## src/hdl/nps_pkg.sv

```systemverilog
`default_nettype none
package nps_pkg;

  localparam int unsigned MAX_REF_POINTS_DEF = 1024;
  localparam int unsigned COORD_BITS_DEF     = 32;
  localparam int unsigned IN_COORD_W         = 32;
  localparam int unsigned OUT_IDX_W          = 10;

  typedef enum logic [1:0] {
    CMD_CLEAR  = 2'd0,
    CMD_APPEND = 2'd1,
    CMD_QUERY  = 2'd2,
    CMD_NONE   = 2'd3
  } cmd_t;

  typedef struct packed {
    logic clr;
    logic wr;
    logic load_q;
    logic rd;
    logic emit;
    logic emit_empty;
  } ctrl_cmd_t;

  typedef struct packed {
    logic cnt_zero;
    logic scan_last;
    logic pipe_empty;
  } dp_status_t;

endpackage
`default_nettype wire

```

## src/hdl/nps_ctrl.sv

```systemverilog
`default_nettype none
module nps_ctrl (
  input  wire logic                 clk,
  input  wire logic                 rst_n,
  input  wire logic                 start,
  input  wire logic [1:0]           in_command,
  input  wire nps_pkg::dp_status_t  sts,
  output nps_pkg::ctrl_cmd_t        cmd,
  output logic                      busy
);

  typedef enum logic [2:0] {
    ST_IDLE  = 3'b001,
    ST_SCAN  = 3'b010,
    ST_DRAIN = 3'b100
  } state_t;

  state_t state_r, state_nxt;

  always_ff @(posedge clk) begin
    if (!rst_n) begin
      state_r <= ST_IDLE;
    end else begin
      state_r <= state_nxt;
    end
  end

  always_comb begin
    state_nxt = state_r;
    cmd       = '0;
    unique case (state_r)
      ST_IDLE: begin
        if (start) begin
          unique case (nps_pkg::cmd_t'(in_command))
            nps_pkg::CMD_CLEAR:  cmd.clr = 1'b1;
            nps_pkg::CMD_APPEND: cmd.wr  = 1'b1;
            nps_pkg::CMD_QUERY: begin
              if (sts.cnt_zero) begin
                cmd.emit_empty = 1'b1;
              end else begin
                cmd.load_q = 1'b1;
                state_nxt  = ST_SCAN;
              end
            end
            default: ;
          endcase
        end
      end
      ST_SCAN: begin
        cmd.rd = 1'b1;
        if (sts.scan_last) begin
          state_nxt = ST_DRAIN;
        end
      end
      ST_DRAIN: begin
        // last distance has left the pipe once all stage valids are clear
        if (sts.pipe_empty) begin
          cmd.emit  = 1'b1;
          state_nxt = ST_IDLE;
        end
      end
      default: state_nxt = ST_IDLE;
    endcase
  end

  assign busy = (state_r != ST_IDLE);

endmodule
`default_nettype wire

```

## config.mk

```make
export PLATFORM = sky130hd
export DESIGN_NAME = nps_ctrl
export DESIGN_NICKNAME = d
export VERILOG_FILES = /design/src/hdl/nps_pkg.sv /design/src/hdl/nps_ctrl.sv
export SDC_FILE = /design/constraint.sdc
export NUM_CORES = 1
export LEC_CHECK = 0
export ABC_AREA = 1
export BUFFER_PORTS_ARGS = -buffer_cell sky130_fd_sc_hd__buf_2
export CAP_MARGIN = 20
export CORE_AREA = 2 2 39 41
export CTS_CLUSTER_DIAMETER = 40
export CTS_CLUSTER_SIZE = 25
export DETAILED_ROUTE_END_ITERATION = 12
export DIE_AREA = 0 0 41 43
export PLACE_DENSITY = 0.36
export REMOVE_ABC_BUFFERS = 1
export SLEW_MARGIN = 15
export SYNTH_ARGS = -nofsm -noshare
export SYNTH_HDL_FRONTEND = slang
export SYNTH_SLANG_ARGS = --single-unit
```

## constraint.sdc

```tcl
create_clock -name clk -period 2.15 [get_ports clk]
set_input_delay 0.43 -clock clk [delete_from_list [all_inputs] [get_ports clk]]
set_output_delay 0.43 -clock clk [all_outputs]
set_load 0.01 [all_outputs]
```

# Word-level counts from Yosys, hierarchy flattened
# Cells that the tools add are included.
[totals]
reg_bits = 3
in_bits = 8
output_inout_bits = 7
wordCells = 33
[op_classes]
n_eq_ne = 11
muxes = 19
n_reduce_logical = 2
[op_table]
columns = ["operator", "count"]
rows = [
  ["$mux W3", 7],
  ["$mux W1", 11],
  ["$pmux W3 S3", 1],
  ["$ne A2 B2 Y1 const B", 4],
  ["$reduce_and A5 Y1", 1],
  ["$eq A3 B1 Y1 const B", 1],
  ["$eq A3 B2 Y1 const B", 1],
  ["$eq A3 B3 Y1 const B", 1],
  ["$ne A3 B1 Y1 const B", 1],
  ["$eq A2 B1 Y1 const B", 1],
  ["$eq A2 B2 Y1 const B", 1],
  ["$logic_not A2 Y1", 1],
  ["$ne A2 B1 Y1 const B", 1],
]

# Logic depth before layout (Yosys ltp)
# Gate-level depths: netlist of run 1.
[depth]
word_depth = 4
mapped_depth = 8
ltp_nobuf = 8

# Worst setup path before layout of run 1
# OpenSTA, ideal clock, no wires.
[synth_timing]
path_type = "input -> output"
startpoint = "in sts[2] in the netlist's numbering"
endpoint = "out cmd[0] in the netlist's numbering"
arrival_time_ps = 907
slack_ps = 813
path_stages = 2
n_path_buf = 0
cell_sequence = "inv_1 -> nor4_1"
[synth_rtl]
columns = ["item", "line", "rtl"]
rows = [
  ["from (decl)", "nps_ctrl.sv:7", "input wire nps_pkg::dp_status_t sts,"],
  ["to (decl)", "nps_ctrl.sv:8", "output nps_pkg::ctrl_cmd_t cmd,"],
]

==> flow_metrics.py, run 1 <==
metrics = {
    "floorplanning": {
        "initial_utilization_pct": 17.4,
        "chipWidth_um": 41,
        "die_height_um": 43,
        "pin_count": 15,
        "core_area_um2": 1380,
        "design.die.area_um2": 1760,
        "placement_rows": 14,
    },
    "detailed_routing": {
        "initialDrtViolationCount": 4,
        "drc_errors": 0,
        "total_vias_in_the_final_route": 288,
        "post_drt_via_cell_ratio": 4.00,
        "wire_per_inst_um": 7.22,
        "detail_route.first_pass.iterations": 4,
        "routed_wirelength_um": 520,
        "drtAntennaViolNets": 0,
    },
    "placed_design": {
        "detailedPlacementHpwl_um": 434,
        "gp_routability_congestion": 0.735,
        "portBuffers": 14,
        "placed_area_um2": 330,
    },
    "layout": {
        "area_growth_pct": 48.4,
        "max_reg_flops": 3,
        "finish.net_count": 65,
        "share_of_final_layout_standard_cells_stronger_than_drive_strength_1_pct": 44.6,
        "finalInstanceArea_um2": 357,
        "n_fill_cell": 159,
        "regMostFlops": "state_r",
        "layout_top_registers": "state_r: 3 flops",
        "seqCellArea_um2": 60.1,
        "multi_input_area_um2": 136,
        "n_antenna_cell": 0,
    },
    "clock_network": {
        "clk_pin_slew_worst_paths_ps": 40,
        "cts_num_sinks": 3,
        "cts_buffers": 3,
        "post-cts-setup-buffers": 0,
        "cts-root-to-sink-buffers": 2,
        "cell_at_the_root_of_the_clock_tree": "sky130_fd_sc_hd__clkbuf_4",
        "postCtsHoldBufs": 0,
        "tritoncts": "yes",
        "clock_tree.htree_level_count": 1,
        "clk_latency_ps": 240,
        "ctsResizeCount": 0,
    },
    "timing": {
        "timing.final.setup_violations": 0,
        "hold_violations": 0,
        "finalSetupTns_ps": 0,
        "pin_slew_with_the_least_headroom_to_its_limit_ps": 199,
        "layout_worst_path_cycle_share_pct": 72.0,
        "finalWorstPathRequiredPeriod_ps": 1550,
        "fin_worst_skew_ps": 5.13,
        "slew_headroom_pct": 86.6,
        "max_clock_freq_ghz": 0.646,
        "grt_setup_unrepaired": "no",
        "final-max-slew-violation-count": 0,
    },
    "global_route": {
        "grt_max_degree": 6,
        "grt_usage_pct": 7.31,
        "first_global_vias": 241,
        "grt_antenna_before_repair": 0,
        "globalRouteOverflowTotal": 0,
        "grt_first_pass_wirelength_um": 876,
    },
    "logic_synthesis": {
        "synth_sequential_area_ratio_pct": 25.0,
        "synth_warnings": 0,
        "synth.avg_cell_area_um2": 6.32,
        "synth-seq-cells": 3,
        "synth_area_leader_cell": "sky130_fd_sc_hd__dfxtp_1",
        "post_synth_instance_area_um2": 240,
        "yosys-top-cells-area": "sky130_fd_sc_hd__dfxtp_1 25%, sky130_fd_sc_hd__inv_1 9.4%, sky130_fd_sc_hd__nand2_1 9.4%, sky130_fd_sc_hd__nand3_1 8.3%, sky130_fd_sc_hd__nand4_1 7.8%",
        "post_synth_inst_count": 38,
        "yosysUniqueCellTypes": 14,
        "yosys.area.top_type_share_pct": 25.0,
    },
    "pwr": {
        "worst_vdd_ir_mv": 0.254,
        "powerDensity_nw_per_um2": 1020,
        "leakage_nw": 0.219,
    },
    "worst_setup_path": {
        "critical_path_data_required_time_ps": 1720,
        "worst-endpoint-arrival_ps": 1120,
        "worst-r2r-setup-slack_ps": 1180,
        "worst_setup_path_start_kind": "flop",
        "crit_fanout": 5,
        "worst_setup_ep_type": "primary output",
        "critPathKind": "reg2out",
    },
    "outcome": {
        "outcome": "finished clean",
    },
    "flow_run": {
        "drv_cap": 0,
    },
    "hold_path": {
        "hold_path_class": "in2reg",
    },
}
[layout by cell type, fill, tap and decap left out]
| cell | count |
|---|---|
| sky130_fd_sc_hd__buf_2 | 14 |
| sky130_fd_sc_hd__nand3_1 | 4 |
| sky130_fd_sc_hd__inv_2 | 4 |
| sky130_fd_sc_hd__nand2_1 | 6 |
| sky130_fd_sc_hd__inv_4 | 1 |
| sky130_fd_sc_hd__nand4_1 | 3 |
| sky130_fd_sc_hd__a21boi_1 | 1 |
| sky130_fd_sc_hd__nor4_1 | 2 |
| sky130_fd_sc_hd__clkbuf_4 | 3 |
| sky130_fd_sc_hd__nand3_4 | 1 |
| sky130_fd_sc_hd__nor3_1 | 1 |
| sky130_fd_sc_hd__dfxtp_1 | 3 |
| sky130_fd_sc_hd__nor2_1 | 4 |
| sky130_fd_sc_hd__inv_1 | 6 |
| sky130_fd_sc_hd__clkbuf_1 | 1 |
| sky130_fd_sc_hd__nor2_2 | 1 |
| sky130_fd_sc_hd__nand2_4 | 1 |
[cell usage after synthesis, drive strengths merged]
| cell | count |
|---|---|
| nor4 | 2 |
| nand4 | 3 |
| nand2 | 7 |
| nand3 | 5 |
| dfxtp | 3 |
| a21boi | 1 |
| nor3 | 1 |
| nor2 | 5 |
| inv | 11 |
[report_power, final]
group,switching (W),internal (W),total (W)
registers,0.0000146,0.0000703,0.0000850
logic,0.000106,0.0000715,0.000177
clock network,0.0000305,0.0000696,0.000100
total,0.000151,0.000211,0.000362
[critical path, stage by stage, from the launching register on]
cell and delay [ps]:
sky130_fd_sc_hd__dfxtp_1 390, sky130_fd_sc_hd__nand3_4 130, sky130_fd_sc_hd__inv_4 90, sky130_fd_sc_hd__nand3_1 90
sky130_fd_sc_hd__inv_1 60, sky130_fd_sc_hd__buf_2 120
[final timing paths]
path / cells past startpoint / startpoint / to
max: 5 / state_r[0]$_SDFFE_PN1P_ / cmd[3]
min reg2reg: 2 / state_r[2]$_SDFFE_PN0P_ / state_r[2]$_SDFFE_PN0P_
max reg2reg: 7 / state_r[0]$_SDFFE_PN1P_ / state_r[2]$_SDFFE_PN0P_
min: 2 / rst_n / state_r[0]$_SDFFE_PN1P_
[metrics by stage]
step	setup WS (ps)	hold slack [ps]	instances	utilization (%)	total power, W
after detailed placement	733	516	68	23.9	0.000267
after global routing	510	419	72	25.8	0.000402
final	603	411	72	25.8	0.000362
after CTS	573	415	72	25.8	0.000368
after floorplan	813	490	38	-	0.000222
after global placement	721	522	68	23.9	0.000271
[metal layers]
metal	up-vias	global-route usage (%)	share of wire, %
met3	2	1.57	5.0
met4	0	6.00	3.7
li1	156	-	-
met2	7	10.0	48
met1	123	9.27	43
met5	-	0	0
[final cells by class]
| type | instances | area share (%) |
|---|---|---|
| clock buffer | 4 | 7.37 |
| inverter | 11 | 12.3 |
| multi-input combinational | 24 | 38.2 |
| sequential | 3 | 16.8 |
| tap | 16 | 5.61 |
| timing repair buffer | 14 | 19.6 |
[cell families after synthesis]
family	after synthesis	synth area share (%)
buffers and inverters	11	18.2
and+or+nand+nor	23	53.6
AOI/OAI and AO/OA	1	3.13
DFF	3	25.0
Power figures use the tool's default switching activity.
==> run 2, diff against run 1 <==
--- a/config.mk
+++ b/config.mk
@@ -13,7 +13,7 @@
 export CTS_CLUSTER_SIZE = 25
 export DETAILED_ROUTE_END_ITERATION = 12
 export DIE_AREA = 0 0 41 43
-export PLACE_DENSITY = 0.36
+export PLACE_DENSITY = 0.38
 export REMOVE_ABC_BUFFERS = 1
 export SLEW_MARGIN = 15
 export SYNTH_ARGS = -nofsm -noshare
==> constraint.sdc (replaced) <==
create_clock -name clk -period 1.3 [get_ports clk]
set_input_delay 0.26 -clock clk [delete_from_list [all_inputs] [get_ports clk]]
set_output_delay 0.26 -clock clk [all_outputs]
set_load 0.01 [all_outputs]
==> flow_metrics.py, run 2 (synthesized netlist as in run 1, its figures left out) <==
metrics = {
    "outcome": {
        "outcome": "finished with violations",
        "failed_checks": "setup timing",
    },
    "global_route": {
        "globalRouteOverflowTotal": 0,
        "grt_first_pass_wirelength_um": 1060,
        "grt_antenna_before_repair": 0,
        "grt_usage_pct": 8.82,
        "first_global_vias": 268,
        "grt_max_degree": 6,
    },
    "layout": {
        "layout.core_utilization_pct": 32.2,
        "mostFrequentLayoutCells": "14 x sky130_fd_sc_hd__buf_2, 7 x sky130_fd_sc_hd__buf_4, 6 x sky130_fd_sc_hd__inv_1",
        "finish.net_count": 73,
        "share_of_final_layout_standard_cells_stronger_than_drive_strength_1_pct": 62.5,
        "layout_commonest_cell": "sky130_fd_sc_hd__buf_2",
        "area_growth_pct": 85.4,
        "post_layout_nonfiller_instances": 80,
        "regMostFlops": "state_r",
        "n_antenna_cell": 0,
        "max_reg_flops": 3,
        "layout_top_registers": "state_r: 3 flops",
        "finalInstanceArea_um2": 445,
    },
    "placed_design": {
        "gp_routability_congestion": 0.754,
        "detailedPlacementHpwl_um": 480,
        "placed_area_um2": 330,
        "portBuffers": 14,
        "placedCellCount": 68,
    },
    "hold_path": {
        "hold_path_startpoint": "rst_n",
        "whs_endpoint": "state_r[0]$_SDFFE_PN1P_",
        "hold_path_class": "in2reg",
        "hold-path-cell-count": 2,
    },
    "pwr": {
        "worst_vdd_ir_mv": 0.654,
        "leakage_nw": 0.260,
        "powerDensity_nw_per_um2": 1690,
    },
    "worst_setup_path": {
        "critical_path_data_required_time_ps": 1040,
        "timing.reg2reg.worst_path_depth": 10,
        "worst_flop_to_flop_path_endpoint": "state_r[2]$_SDFFE_PN0P_",
        "worst-r2r-setup-slack_ps": 150,
        "worst-endpoint-arrival_ps": 1040,
        "beginning_of_the_worst_register_to_register_path": "state_r[2]$_SDFFE_PN0P_",
        "crit_fanout": 5,
        "worst_setup_ep_type": "primary output",
        "worst_setup_path_start_kind": "flop",
        "critPathKind": "reg2out",
    },
    "clock_network": {
        "cts_num_sinks": 3,
        "clk_pin_slew_worst_paths_ps": 40,
        "cts-root-to-sink-buffers": 2,
        "postCtsHoldBufs": 0,
        "cell_at_the_root_of_the_clock_tree": "sky130_fd_sc_hd__clkbuf_4",
        "clock_tree.htree_level_count": 1,
        "cts_buffers": 3,
        "clk_latency_ps": 230,
        "tritoncts": "yes",
    },
    "timing": {
        "finalSetupTns_ps": -1.81,
        "slew_headroom_pct": 85.8,
        "fin_worst_skew_ps": 2.96,
        "grt_setup_unrepaired": "yes",
        "final_critical_path_setup_slack_ps": -1.81,
        "final-max-slew-violation-count": 0,
        "max_clock_freq_ghz": 0.768,
        "timing.final.setup_violations": 1,
        "finalWorstPathRequiredPeriod_ps": 1300,
        "pin_slew_with_the_least_headroom_to_its_limit_ps": 210,
        "layout_worst_path_cycle_share_pct": 100,
        "hold_violations": 0,
    },
    "detailed_routing": {
        "post_drt_via_cell_ratio": 3.94,
        "initialDrtViolationCount": 1,
        "routed_wirelength_um": 646,
        "met2WireLength_um": 342,
        "total_vias_in_the_final_route": 315,
        "drc_errors": 0,
        "m1WireLength_um": 286,
        "detail_route.first_pass.iterations": 2,
        "drtAntennaViolNets": 0,
        "wire_per_inst_um": 8.08,
        "uppermost_routed_layer": "met3",
        "met3_length_um": 18,
    },
    "floorplanning": {
        "core_area_um2": 1380,
        "chipWidth_um": 41,
        "die_height_um": 43,
        "placement_rows": 14,
        "initial_utilization_pct": 17.4,
        "pin_count": 15,
        "design.die.area_um2": 1760,
    },
    "flow_run": {
        "drv_cap": 0,
    },
}
==> run 2: final cells by class <==
cell class | count | area, um2
flip-flops and latches | 3 | 63.8
well taps | 16 | 20.0
fillers | 155 | 938
inverters | 11 | 46.3
multi-input cells | 24 | 155
repair buffers | 22 | 134
clock buffers | 4 | 26.3
==> run 2: power by group <==
part	internal (W)	switching, W	leakage [nW]
combinational	0.000229	0.000214	0.220
sequential	0.000122	0.0000272	0.0250
clock	0.000115	0.0000463	0.0150
==> run 2: worst max path at each step <==
stage                                  startpoint  endpoint  slack, ps  cells past startpoint
after floorplan           state_r[0]$_SDFFE_PN1P_    cmd[0]        150                      2
after global placement    state_r[0]$_SDFFE_PN1P_    cmd[4]        150                      5
after detailed placement  state_r[2]$_SDFFE_PN0P_    cmd[3]        160                      6
after CTS                 state_r[1]$_SDFFE_PN0P_    cmd[0]        -20                      4
after global routing      state_r[1]$_SDFFE_PN0P_    cmd[4]        -90                      6
final                     state_r[2]$_SDFFE_PN0P_    cmd[4]         -2                      6
==> run 2: routing by layer <==
metal | up-vias | GRT usage (%)
met3 | 0 | 4.71
met5 | - | 0
met1 | 133 | 11.8
met4 | 0 | 2.00
li1 | 179 | -
met2 | 3 | 12.2
==> run 2: per-stage QoR <==
step / hold WS [ps] / total power (W) / setup slack, ps
after detailed placement: 488 / 0.000439 / 165
after global placement: 495 / 0.000446 / 154
after floorplan: 344 / 0.000367 / 154
after CTS: 248 / 0.000702 / -19.8
final: 248 / 0.000753 / -1.81
after global routing: 249 / 0.000827 / -87.1
==> run 2: timing repair <==
item,in CTS,in global routing
buffers inserted,6,2
endpoints found under the hold margin,0,0
gates resized for setup,4,5
setup endpoints to repair,5,6
pin swaps,1,1
==> run 2: worst max-delay path: stages (launching register included) <==
cell and delay [ps]:
sky130_fd_sc_hd__dfxtp_2 320, sky130_fd_sc_hd__inv_4 70, sky130_fd_sc_hd__nand3_4 100, sky130_fd_sc_hd__inv_4 80
sky130_fd_sc_hd__nand2_2 40, sky130_fd_sc_hd__nor2_1 70, sky130_fd_sc_hd__buf_2 130
==> run 3, diff against run 2 <==
--- a/config.mk
+++ b/config.mk
@@ -15,6 +15,7 @@
 export DIE_AREA = 0 0 41 43
 export PLACE_DENSITY = 0.38
 export REMOVE_ABC_BUFFERS = 1
+export SETUP_SLACK_MARGIN = 0.4
 export SLEW_MARGIN = 15
 export SYNTH_ARGS = -nofsm -noshare
 export SYNTH_HDL_FRONTEND = slang
==> flow_metrics.py, run 3 (synthesized netlist as in run 1, its figures left out) <==
metrics = {
    "floorplanning": {
        "design.die.area_um2": 1760,
        "core_area_um2": 1380,
        "pin_count": 15,
        "die_height_um": 43,
        "placement_rows": 14,
        "initial_utilization_pct": 17.4,
        "chipWidth_um": 41,
    },
    "layout": {
        "area_growth_pct": 118,
        "layout_commonest_cell": "sky130_fd_sc_hd__buf_2",
        "layout.core_utilization_pct": 37.8,
        "regMostFlops": "state_r",
        "share_of_final_layout_standard_cells_stronger_than_drive_strength_1_pct": 71.0,
        "mostFrequentLayoutCells": "13 x sky130_fd_sc_hd__buf_2, 9 x sky130_fd_sc_hd__buf_4, 5 x sky130_fd_sc_hd__inv_1, 5 x sky130_fd_sc_hd__nand2_1, 5 x sky130_fd_sc_hd__buf_6",
        "layout_top_registers": "state_r: 3 flops",
        "n_antenna_cell": 0,
        "max_reg_flops": 3,
        "finish.net_count": 78,
        "finalInstanceArea_um2": 523,
    },
    "worst_setup_path": {
        "critical_path_data_required_time_ps": 1040,
        "crit_top_cell": "sky130_fd_sc_hd__inv_4",
        "worst_setup_ep_type": "primary output",
        "crit_fanout": 5,
        "crit_path_max_incr_delay_ps": 320,
        "critPathSlowestCell": "sky130_fd_sc_hd__dfxtp_2",
        "timing.critical_path.cells": "inv_4 > nand3_4 > inv_4 > nand2_2 > nor2_1 > buf_2",
        "worst_setup_path_start_kind": "flop",
        "worst-endpoint-arrival_ps": 1050,
        "critPathKind": "reg2out",
    },
    "timing": {
        "slew_headroom_pct": 87.5,
        "timing.final.setup_violations": 1,
        "grt_setup_unrepaired": "yes",
        "max_clock_freq_ghz": 0.765,
        "finalWorstPathRequiredPeriod_ps": 1310,
        "finalSetupTns_ps": -7.08,
        "final-max-slew-violation-count": 0,
        "layout_worst_path_cycle_share_pct": 101,
        "fin_worst_skew_ps": 2.62,
        "final_critical_path_setup_slack_ps": -7.08,
        "pin_slew_with_the_least_headroom_to_its_limit_ps": 186,
        "worst_hold_slack_ps": 240,
        "hold_violations": 0,
    },
    "global_route": {
        "grt_first_pass_wirelength_um": 1080,
        "grt_antenna_before_repair": 0,
        "globalRouteOverflowTotal": 0,
        "grt_usage_pct": 9.02,
        "grt_max_degree": 6,
        "first_global_vias": 271,
    },
    "detailed_routing": {
        "initialDrtViolationCount": 4,
        "drc_errors": 0,
        "routed_wirelength_um": 717,
        "detail_route.first_pass.iterations": 2,
        "total_vias_in_the_final_route": 338,
        "post_drt_via_cell_ratio": 3.98,
        "drtAntennaViolNets": 0,
        "wire_per_inst_um": 8.44,
    },
    "outcome": {
        "failed_checks": "setup timing",
        "outcome": "finished with violations",
    },
    "clock_network": {
        "cell_at_the_root_of_the_clock_tree": "sky130_fd_sc_hd__clkbuf_4",
        "clk_latency_ps": 230,
        "clk_pin_slew_worst_paths_ps": 40,
        "tritoncts": "yes",
        "clock_tree.htree_level_count": 1,
        "cts-root-to-sink-buffers": 2,
        "cts_buffers": 3,
        "postCtsHoldBufs": 0,
        "cts_num_sinks": 3,
    },
    "pwr": {
        "powerDensity_nw_per_um2": 1650,
        "power_w": 0.000865,
        "leakage_nw": 0.286,
        "worst_vdd_ir_mv": 0.755,
    },
    "placed_design": {
        "detailedPlacementHpwl_um": 480,
        "placed_area_um2": 330,
        "portBuffers": 14,
        "gp_routability_congestion": 0.754,
    },
    "hold_path": {
        "hold_path_class": "in2reg",
    },
    "flow_run": {
        "drv_cap": 0,
    },
}
-- run 3: critical path: cells and delay by family, from the launching register on --
kind | cells | cell delay, ps
DFF | 1 | 320
buffers and inverters | 3 | 280
and+or+nand+nor | 3 | 210
-- run 3: report_power, final --
group          internal (W)  leakage (nW)  switching [W]  total, W
Combinational      0.000300         0.246       0.000253  0.000552
Clock              0.000115        0.0150      0.0000462  0.000161
Sequential         0.000122        0.0250      0.0000299  0.000152
Total              0.000536         0.286       0.000329  0.000865
-- run 3: worst paths after layout --
| check | start | endpoint | slack [ps] | depth (start not counted) |
|---|---|---|---|---|
| worst max-delay path | state_r[2]$_SDFFE_PN0P_ | cmd[4] | -7 | 6 |
| worst min-delay path | rst_n | state_r[0]$_SDFFE_PN1P_ | 240 | 2 |
| worst max register to register | state_r[2]$_SDFFE_PN0P_ | state_r[2]$_SDFFE_PN0P_ | 150 | 10 |
| worst min register to register | state_r[2]$_SDFFE_PN0P_ | state_r[2]$_SDFFE_PN0P_ | 590 | 3 |
-- run 3: timing repair --
item	CTS	global route
pin swaps	3	6
endpoints found under the setup margin	9	10
resized for setup	7	11
buffers inserted	6	7
-- run 3: area by class of cell --
type	count	area, um2
fill	147	861
timing repair buffer	27	189
multi-input combinational	24	178
sequential	3	63.8
inverter	11	46.3
clock buffer	4	26.3
tap	16	20.0
-- run 3: layer usage --
metal,GRT usage (%),vias up,wire [um]
li1,-,188,-
met1,11.2,147,301
met2,13.4,3,400
met3,4.71,0,16
met4,2.00,0,0
met5,0,-,0
-- run 3: metrics by stage --
stage	std cells	worst slack, ps
after floorplan	38	154
after global placement	68	154
after detailed placement	68	165
after CTS	78	-19.8
after global routing	85	-86.0
final	85	-7.08
